==> src/design/edf_task_scheduler_assert.svh <==
// assertion macros shared by the scheduler modules
`ifndef EDF_TASK_SCHEDULER_ASSERT_SVH
`define EDF_TASK_SCHEDULER_ASSERT_SVH

// property that must hold on every clock outside reset
`define EDF_ASSERT_HOLD(lbl, ck, rn, expr, msg) \
    lbl: assert property (@(posedge ck) disable iff (!rn) (expr)) else $error(msg);

// same-cycle implication
`define EDF_ASSERT_IMPL(lbl, ck, rn, ante, cons, msg) \
    lbl: assert property (@(posedge ck) disable iff (!rn) (ante) |-> (cons)) else $error(msg);

// next-cycle implication
`define EDF_ASSERT_NEXT(lbl, ck, rn, ante, cons, msg) \
    lbl: assert property (@(posedge ck) disable iff (!rn) (ante) |=> (cons)) else $error(msg);

`endif

==> src/design/edf_pkg.sv <==
// types, constants and helpers of the edf scheduler
package edf_pkg;

    localparam int MAX_TASKS     = 32;
    localparam int FRACTION_BITS = 16;

    localparam int IDX_W  = $clog2(MAX_TASKS);
    localparam int CNT_W  = $clog2(MAX_TASKS + 1);
    localparam int UTIL_W = FRACTION_BITS + 8;
    localparam int DIV_W  = 16 + FRACTION_BITS;
    localparam int DCNT_W = $clog2(DIV_W + 1);
    localparam int ID_W   = 6;

    localparam logic [UTIL_W-1:0] UTIL_ONE = UTIL_W'(1) << FRACTION_BITS;

    typedef enum logic [1:0] {
        OP_CLEAR = 2'd0,
        OP_LOAD  = 2'd1,
        OP_TICK  = 2'd2,
        OP_NONE  = 2'd3
    } op_t;

    localparam logic [2:0] ST_CLEARED   = 3'd0;
    localparam logic [2:0] ST_LOADED    = 3'd1;
    localparam logic [2:0] ST_FULL      = 3'd2;
    localparam logic [2:0] ST_RAN       = 3'd3;
    localparam logic [2:0] ST_IDLE_RES  = 3'd4;
    localparam logic [2:0] ST_NOT_SCHED = 3'd5;

    typedef enum logic [2:0] {
        S_IDLE,
        S_DIV,
        S_SCAN,
        S_RUN,
        S_DEC
    } state_t;

    typedef struct packed {
        logic busy;
        logic done;
    } div_stat_t;

    // one-based task number, masked to the id width
    function automatic logic [ID_W-1:0] id_of(input logic [IDX_W-1:0] idx);
        logic [IDX_W:0] s;
        s = {1'b0, idx} + (IDX_W+1)'(1);
        return ID_W'(s);
    endfunction

endpackage

==> src/design/edf_task_scheduler.sv <==
// top level of the earliest-deadline-first task scheduler
//
// channel   direction  handshake                      payload
// command   in         start high while busy low      op, exec_time, deadline
// result    out        done high for one cycle        status, task_id, finished, tick_time
//
// clear, unused op, full table, zero-deadline load, unschedulable tick:
//   result in the cycle after the word is taken
// load: the bit-serial divider runs, then the sum is updated and the result registered
// tick: the deadline scan reads one entry a cycle; S_RUN, then S_DEC if a task is found, ends it
// asynchronous active-low reset clears control state; task memories hold no reset
// the result receiver cannot stall; busy stays high until the result strobe
`include "edf_task_scheduler_assert.svh"

module edf_task_scheduler
    import edf_pkg::*;
(
    input  logic             clk,
    input  logic             rst_n,
    input  logic             start,
    input  logic [1:0]       op,
    input  logic [15:0]      exec_time,
    input  logic [15:0]      deadline,
    output logic             busy,
    output logic             done,
    output logic [2:0]       status,
    output logic [ID_W-1:0]  task_id,
    output logic             finished,
    output logic [31:0]      tick_time
);

    // sequencer state
    state_t                 state_reg, state_next;
    logic [CNT_W-1:0]       count_reg, count_next;
    logic [UTIL_W-1:0]      sum_reg, sum_next;
    logic [31:0]            time_reg, time_next;
    logic                   bad_reg, bad_next;
    logic [MAX_TASKS-1:0]   tdone_reg, tdone_next;

    // scan bookkeeping
    logic [CNT_W-1:0]       scan_reg, scan_next;
    logic                   cmp_valid_reg, cmp_valid_next;
    logic [IDX_W-1:0]       cmp_idx_reg, cmp_idx_next;
    logic                   found_reg, found_next;
    logic [IDX_W-1:0]       best_reg, best_next;
    logic [15:0]            best_dl_reg, best_dl_next;
    logic [ID_W-1:0]        load_id_reg, load_id_next;

    // result registers
    logic                   done_reg, done_next;
    logic [2:0]             status_reg, status_next;
    logic [ID_W-1:0]        id_reg, id_next;
    logic                   fin_reg, fin_next;
    logic [31:0]            ttime_reg, ttime_next;

    // task memories
    logic [15:0]            rem_mem [MAX_TASKS];
    logic [15:0]            dl_mem  [MAX_TASKS];
    logic [15:0]            rd_rem_reg;
    logic [15:0]            rd_dl_reg;
    logic [IDX_W-1:0]       rd_addr;
    logic [IDX_W-1:0]       wr_addr;
    logic                   we_rem;
    logic                   we_dl;
    logic [15:0]            wr_rem;
    logic [15:0]            dec_rem;

    // divider hookup
    logic                   div_start;
    div_stat_t              div_stat;
    logic [DIV_W-1:0]       div_quo;
    logic [DIV_W:0]         sum_wide;

    logic                   accept;
    op_t                    op_in;

    assign accept  = start && !busy;
    assign op_in   = op_t'(op);
    assign dec_rem = rd_rem_reg - 16'd1;
    // utilization sum plus new term, one bit wider than the quotient; saturated at all ones in S_DIV
    assign sum_wide = (DIV_W+1)'(sum_reg) + {1'b0, div_quo};

    edf_divider u_div (
        .clk      (clk),
        .rst_n    (rst_n),
        .start    (div_start),
        .dividend ({exec_time, {FRACTION_BITS{1'b0}}}),
        .divisor  (deadline),
        .stat     (div_stat),
        .quotient (div_quo)
    );

    always_comb
    begin
        state_next     = state_reg;
        count_next     = count_reg;
        sum_next       = sum_reg;
        time_next      = time_reg;
        bad_next       = bad_reg;
        tdone_next     = tdone_reg;
        scan_next      = scan_reg;
        cmp_valid_next = 1'b0;
        cmp_idx_next   = cmp_idx_reg;
        found_next     = found_reg;
        best_next      = best_reg;
        best_dl_next   = best_dl_reg;
        load_id_next   = load_id_reg;
        done_next      = 1'b0;
        status_next    = status_reg;
        id_next        = id_reg;
        fin_next       = fin_reg;
        ttime_next     = ttime_reg;
        div_start      = 1'b0;
        we_rem         = 1'b0;
        we_dl          = 1'b0;
        wr_addr        = count_reg[IDX_W-1:0];
        wr_rem         = exec_time;
        rd_addr        = scan_reg[IDX_W-1:0];

        // minimum-deadline compare on the word read last cycle
        if (cmp_valid_reg && !tdone_reg[cmp_idx_reg]
            && (!found_reg || (rd_dl_reg < best_dl_reg)))
        begin
            found_next   = 1'b1;
            best_next    = cmp_idx_reg;
            best_dl_next = rd_dl_reg;
        end

        case (state_reg)
            S_IDLE:
            begin
                if (accept)
                begin
                    id_next  = '0;
                    fin_next = 1'b0;
                    case (op_in)
                        OP_CLEAR:
                        begin
                            count_next  = '0;
                            sum_next    = '0;
                            time_next   = '0;
                            bad_next    = 1'b0;
                            tdone_next  = '0;
                            done_next   = 1'b1;
                            status_next = ST_CLEARED;
                            ttime_next  = '0;
                        end
                        OP_LOAD:
                        begin
                            ttime_next = '0;
                            if (count_reg == CNT_W'(MAX_TASKS))
                            begin
                                done_next   = 1'b1;
                                status_next = ST_FULL;
                            end
                            else
                            begin
                                we_rem = 1'b1;
                                we_dl  = 1'b1;
                                tdone_next[count_reg[IDX_W-1:0]] = (exec_time == 16'd0);
                                count_next   = count_reg + CNT_W'(1);
                                load_id_next = id_of(count_reg[IDX_W-1:0]);
                                if (deadline == 16'd0)
                                begin
                                    bad_next    = 1'b1;
                                    done_next   = 1'b1;
                                    status_next = ST_LOADED;
                                    id_next     = id_of(count_reg[IDX_W-1:0]);
                                end
                                else
                                begin
                                    div_start  = 1'b1;
                                    state_next = S_DIV;
                                end
                            end
                        end
                        OP_TICK:
                        begin
                            ttime_next = time_reg;
                            if (bad_reg || (sum_reg > UTIL_ONE))
                            begin
                                done_next   = 1'b1;
                                status_next = ST_NOT_SCHED;
                            end
                            else
                            begin
                                scan_next  = '0;
                                found_next = 1'b0;
                                state_next = S_SCAN;
                            end
                        end
                        default:
                        begin
                            done_next   = 1'b1;
                            status_next = ST_IDLE_RES;
                            ttime_next  = time_reg;
                        end
                    endcase
                end
            end
            S_DIV:
            begin
                if (div_stat.done)
                begin
                    if (sum_wide[DIV_W:UTIL_W] != '0)
                    begin
                        sum_next = '1;
                    end
                    else
                    begin
                        sum_next = sum_wide[UTIL_W-1:0];
                    end
                    done_next   = 1'b1;
                    status_next = ST_LOADED;
                    id_next     = load_id_reg;
                    state_next  = S_IDLE;
                end
            end
            S_SCAN:
            begin
                if (scan_reg < count_reg)
                begin
                    cmp_valid_next = 1'b1;
                    cmp_idx_next   = scan_reg[IDX_W-1:0];
                    scan_next      = scan_reg + CNT_W'(1);
                end
                else if (!cmp_valid_reg)
                begin
                    state_next = S_RUN;
                end
            end
            S_RUN:
            begin
                rd_addr = best_reg;
                if (found_reg)
                begin
                    state_next = S_DEC;
                end
                else
                begin
                    done_next   = 1'b1;
                    status_next = ST_IDLE_RES;
                    time_next   = time_reg + 32'd1;
                    state_next  = S_IDLE;
                end
            end
            S_DEC:
            begin
                we_rem    = 1'b1;
                wr_addr   = best_reg;
                wr_rem    = dec_rem;
                time_next = time_reg + 32'd1;
                if (dec_rem == 16'd0)
                begin
                    tdone_next[best_reg] = 1'b1;
                end
                done_next   = 1'b1;
                status_next = ST_RAN;
                id_next     = id_of(best_reg);
                fin_next    = (dec_rem == 16'd0);
                state_next  = S_IDLE;
            end
            default:
            begin
                state_next = S_IDLE;
            end
        endcase
    end

    always_ff @(posedge clk or negedge rst_n)
    begin
        if (!rst_n)
        begin
            state_reg     <= S_IDLE;
            count_reg     <= '0;
            sum_reg       <= '0;
            time_reg      <= '0;
            bad_reg       <= 1'b0;
            tdone_reg     <= '0;
            scan_reg      <= '0;
            cmp_valid_reg <= 1'b0;
            found_reg     <= 1'b0;
            done_reg      <= 1'b0;
        end
        else
        begin
            state_reg     <= state_next;
            count_reg     <= count_next;
            sum_reg       <= sum_next;
            time_reg      <= time_next;
            bad_reg       <= bad_next;
            tdone_reg     <= tdone_next;
            scan_reg      <= scan_next;
            cmp_valid_reg <= cmp_valid_next;
            found_reg     <= found_next;
            done_reg      <= done_next;
        end
    end

    // payload registers, no reset
    always_ff @(posedge clk)
    begin
        cmp_idx_reg <= cmp_idx_next;
        best_reg    <= best_next;
        best_dl_reg <= best_dl_next;
        load_id_reg <= load_id_next;
        status_reg  <= status_next;
        id_reg      <= id_next;
        fin_reg     <= fin_next;
        ttime_reg   <= ttime_next;
    end

    // task memories, one write and one registered read per cycle
    always_ff @(posedge clk)
    begin
        if (we_rem)
        begin
            rem_mem[wr_addr] <= wr_rem;
        end
        if (we_dl)
        begin
            dl_mem[wr_addr] <= deadline;
        end
        rd_rem_reg <= rem_mem[rd_addr];
        rd_dl_reg  <= dl_mem[rd_addr];
    end

    assign busy      = (state_reg != S_IDLE);
    assign done      = done_reg;
    assign status    = status_reg;
    assign task_id   = id_reg;
    assign finished  = fin_reg;
    assign tick_time = ttime_reg;

    `EDF_ASSERT_HOLD(a_count_range, clk, rst_n, count_reg <= CNT_W'(MAX_TASKS), "task count overflow")
    `EDF_ASSERT_IMPL(a_dec_has_task, clk, rst_n, state_reg == S_DEC, found_reg, "run without task")
    `EDF_ASSERT_IMPL(a_done_cause, clk, rst_n, done, $past(busy) || $past(start), "stray result")

endmodule

==> src/design/edf_divider.sv <==
// restoring divider, one quotient bit per cycle
`include "edf_task_scheduler_assert.svh"

module edf_divider
    import edf_pkg::*;
(
    input  logic             clk,
    input  logic             rst_n,
    input  logic             start,
    input  logic [DIV_W-1:0] dividend,
    input  logic [15:0]      divisor,
    output div_stat_t        stat,
    output logic [DIV_W-1:0] quotient
);

    logic [DCNT_W-1:0] cnt_reg, cnt_next;
    logic              done_reg, done_next;
    logic [15:0]       rem_reg, rem_next;
    logic [DIV_W-1:0]  quo_reg, quo_next;
    logic [15:0]       dvs_reg, dvs_next;
    logic [16:0]       shifted;
    logic [16:0]       trial;

    always_comb
    begin
        cnt_next  = cnt_reg;
        rem_next  = rem_reg;
        quo_next  = quo_reg;
        dvs_next  = dvs_reg;
        done_next = 1'b0;
        shifted   = {rem_reg, quo_reg[DIV_W-1]};
        trial     = shifted - {1'b0, dvs_reg};
        if (start && (cnt_reg == '0))
        begin
            cnt_next = DCNT_W'(DIV_W);
            rem_next = '0;
            quo_next = dividend;
            dvs_next = divisor;
        end
        else if (cnt_reg != '0)
        begin
            cnt_next = cnt_reg - DCNT_W'(1);
            if (!trial[16])
            begin
                rem_next = trial[15:0];
                quo_next = {quo_reg[DIV_W-2:0], 1'b1};
            end
            else
            begin
                rem_next = shifted[15:0];
                quo_next = {quo_reg[DIV_W-2:0], 1'b0};
            end
            done_next = (cnt_reg == DCNT_W'(1));
        end
    end

    always_ff @(posedge clk or negedge rst_n)
    begin
        if (!rst_n)
        begin
            cnt_reg  <= '0;
            done_reg <= 1'b0;
        end
        else
        begin
            cnt_reg  <= cnt_next;
            done_reg <= done_next;
        end
    end

    always_ff @(posedge clk)
    begin
        rem_reg <= rem_next;
        quo_reg <= quo_next;
        dvs_reg <= dvs_next;
    end

    assign stat.busy = (cnt_reg != '0);
    assign stat.done = done_reg;
    assign quotient  = quo_reg;

    `EDF_ASSERT_IMPL(a_done_not_busy, clk, rst_n, stat.done, !stat.busy, "divider done while busy")
    `EDF_ASSERT_IMPL(a_done_after_busy, clk, rst_n, stat.done, $past(stat.busy), "stray done")
    `EDF_ASSERT_NEXT(a_start_runs, clk, rst_n, start && !stat.busy, stat.busy, "start ignored")

endmodule

==> config.mk <==
export PLATFORM = sky130hd
export DESIGN_NAME = edf_task_scheduler
export DESIGN_NICKNAME = d
export VERILOG_FILES = /design/src/design/edf_pkg.sv /design/src/design/edf_task_scheduler.sv /design/src/design/edf_divider.sv
export VERILOG_INCLUDE_DIRS = /design/src /design/src/design
export SDC_FILE = /design/constraint.sdc
export NUM_CORES = 2
export LEC_CHECK = 0
export ABC_AREA = 1
export BUFFER_PORTS_ARGS = -buffer_cell sky130_fd_sc_hd__buf_2
export CORE_MARGIN = 4
export CORE_UTILIZATION = 57
export CTS_CLUSTER_SIZE = 20
export DETAILED_ROUTE_END_ITERATION = 8
export GPL_TIMING_DRIVEN = 0
export HOLD_SLACK_MARGIN = 0.1
export PLACE_DENSITY = 0.82
export SLEW_MARGIN = 20
export SYNTH_ARGS = -nofsm -noshare
export SYNTH_HDL_FRONTEND = slang
export SYNTH_HIERARCHICAL = 1
export SYNTH_SLANG_ARGS = --single-unit
==> constraint.sdc <==
create_clock -name clk -period 5.1 [get_ports clk]
set_input_delay 1.02 -clock clk [delete_from_list [all_inputs] [get_ports clk]]
set_output_delay 1.02 -clock clk [all_outputs]
set_load 0.01 [all_outputs]
==> flow_summary.ini <==
[routing]
drt_iter0_markers = 7479
wl_per_cell_um = 25.6
dr.pass1.iters = 8
drc = 0
via_count = 45000
via_per_inst = 6.48
detail-route-antenna-nets = 0
drt-total-wl_um = 178000

[global_routing]
grt_overflow_total = 0
grt_start_max_net_pins = 63
antenna_found_initial = 23
first_global_vias = 43500
grt_usage_pct = 32.7
grt_pass1_wl_um = 262000

[logic_synthesis]
synth_edf_count = 1146
syn_avg_cell_area_um2 = 11.0
synth_adder_area_share_pct = 1.77
async_reset_ff_share_pct = 8.72
ys_warn_count = 6
ys_seq_elements = 1308
synth_compound_area_share_pct = 11.1
synth_top_cell_area_share_pct = 59.8
synth-main-ff-cell = edfxtp_1
synth_area_leaders = edfxtp_1 (60%), nor2_1 (5.3%), nand2_1 (5.1%), dfrtp_1 (5.0%), o21ai_0 (4.8%)
synthSimpleGateAreaFrac_pct = 15.8
netlist_area_mm2 = 0.0576
ys_seq_area_share_pct = 66.4
synth_top_area_cell = edfxtp_1
synth_top_family_by_area = simple AND/OR/NAND/NOR gates
muxShareOfSynthArea_pct = 0
synth_cell_type_count = 64
synthXorXnorAreaFrac_pct = 0.715
synth_cells = 5224

[placement]
place_congestion = 0.976
hpwlAfterDp_um = 121000
place_ws_ns = -0.497
port_buffers = 80
dpl.cell_count = 6689

[clock_tree]
numCtsBuffers = 133
cts_resized = 1
cts_root_buf = clkbuf_16
ctsHtreeMaxLevel = 4
cts_setup_buffers = 0
cts_tree = done
cts.clk_slew.worst_paths_ns = 0.06
clock_path_buffers = 3
clk_latency_ns = 0.77
cts_sinks = 1308
ctsHoldBuffers = 0

[worst_setup_path]
startpoint_type = flop
r2r-start = count_reg[0]
crit_required_ns = 5.70
arrival_ns = 5.47
timing.rr.end = u_div/quotient[30]
r2r_slack_ns = 0.24
worstPathMaxFanout = 25
worstRegToRegCells = 16
end_kind = flop
crit_type = flop to flop

[layout]
fill_cells = 7087
final_nets = 5643
area_growth_pct = 13.9
drive_above_1_share_pct = 9.89
fin_cells = 6940
top_regs = dl_mem (512), rem_mem (512)

[sta]
worst_pin_slew_ns = 1.23
period_share_pct = 95.4
fin_skew_ns = 0.0385
maxSlewViolCount = 0
fmax_mhz = 206
setup_ws_ns = 0.235
setup_viol = 0
fin_crit_ns = 4.86
rsz0062_at_grt = false
hold_violations = 0
slew_headroom_pct = 18.2

[die]
die_width_um = 326
fp-row-count = 116
pin_count = 81
initial_core_util_pct = 57.5
die_height_um = 326
dieArea_mm2 = 0.106
coreArea_mm2 = 0.100

[power]
p_leak_uw = 0.0235
ir_drop_v = 0.000333
p_per_area_mw_per_mm2 = 545

[run]
drv_cap = 0

[status]
status = finished, final reports clean

[worst_hold_path]
min_path_type = primary input to asynchronous set/reset pin
-- where the power goes --
| group | total (uW) | internal, uW | leakage [uW] | switching [uW] |
|---|---|---|---|---|
| logic | 12500 | 3410 | 0.00908 | 9080 |
| registers | 13400 | 12700 | 0.0123 | 700 |
| clock network | 9850 | 5570 | 0.00212 | 4280 |
| total | 35800 | 21700 | 0.0235 | 14100 |
-- critical path, stage by stage (launching register included) --
cell        delay, ns
dfrtp_1          0.47
inv_1            0.16
ha_1             0.24
buf_2            0.20
nand2_1          0.17
nor2_1           0.09
inv_1            0.10
nand2_1          0.14
nor2_2           0.50
clkinvlp_4       0.52
clkbuf_1         0.52
nor2_2           0.49
inv_1            0.14
nor2_4           0.21
clkbuf_4         0.45
nand2_1          0.18
nand2_1          0.11
-- stage by stage --
step	utilization [%]	instance area (um^2)	hold slack (ns)	setup TNS, ns	total power, uW
CTS	65.5	65600	0.239	0	35200
detailed placement	61.1	61100	0.413	-16.30	25400
finish	65.5	65600	0.246	0	35800
floorplan	-	57600	0.403	0	20900
global placement	59.6	59600	0.413	-1430.25	24900
global route	65.5	65600	0.288	0	37200
-- worst max-delay path by stage --
stage                  from            endpoint  slack, ns  depth (start not counted)
2_1_floorplan         start   u_div/quotient[0]       0.08                          9
6_report       count_reg[0]  u_div/quotient[30]       0.24                         16
3_5_place_dp          op[1]  u_div/quotient[30]      -0.50                         14
4_1_cts        count_reg[0]  u_div/quotient[30]       0.13                         16
5_1_grt        count_reg[0]  u_div/quotient[30]       0.06                         16
3_3_place_gp          start  u_div/quotient[26]      -1.70                         10
-- cell type report --
type                    instances  area, um^2  share of cell area, %
plain buffers                 292        1230                   1.88
clock inverters                74         897                   1.37
flip-flops and latches       1308       38200                   58.3
diodes                         10        25.0                 0.0382
multi-input cells            3319       17300                   26.4
clock buffers                 167        3510                   5.35
inverters                     320        1200                   1.84
well taps                    1298        1620                   2.48
repair buffers                152        1520                   2.32
-- cells by family after synthesis --
kind of cell    after synthesis
simple gates               2138
flops                      1308
compound gates             1038
buf+inv                     612
fa+ha+maj                    80
xor+xnor                     47
other cells                   1
-- placed cells by master, fill, tap and decap left out, drive strengths merged, types with 21 or more instances in the layout --
master	instances
a21oi	86
and2	36
buf	242
clkbuf	369
clkinv	51
dfrtp	114
dfxtp	48
edfxtp	1146
ha	78
inv	325
nand2	803
nand3	317
nand4	85
nor2	821
nor3	29
o21ai	615
o221ai	257
o31ai	33
xnor2	21
xor2	26
-- per-layer routing --
layer | share of wire [%] | track usage, % | vias up
li1 | - | - | 19300
met1 | 33 | 39.1 | 21200
met2 | 45 | 51.8 | 3593
met3 | 14 | 10.7 | 859
met4 | 7.1 | 20.1 | 24
met5 | 0.11 | 0 | -
-- synth_stat cells, types with 78 or more instances --
master / count
edfxtp_1: 1146
nor2_1: 813
nand2_1: 784
o21ai_0: 548
nand3_1: 310
inv_1: 306
o221ai_1: 257
clkbuf_1: 201
dfrtp_1: 114
a21oi_1: 85
nand4_1: 85
ha_1: 78
(Power assumes the default switching activity.)
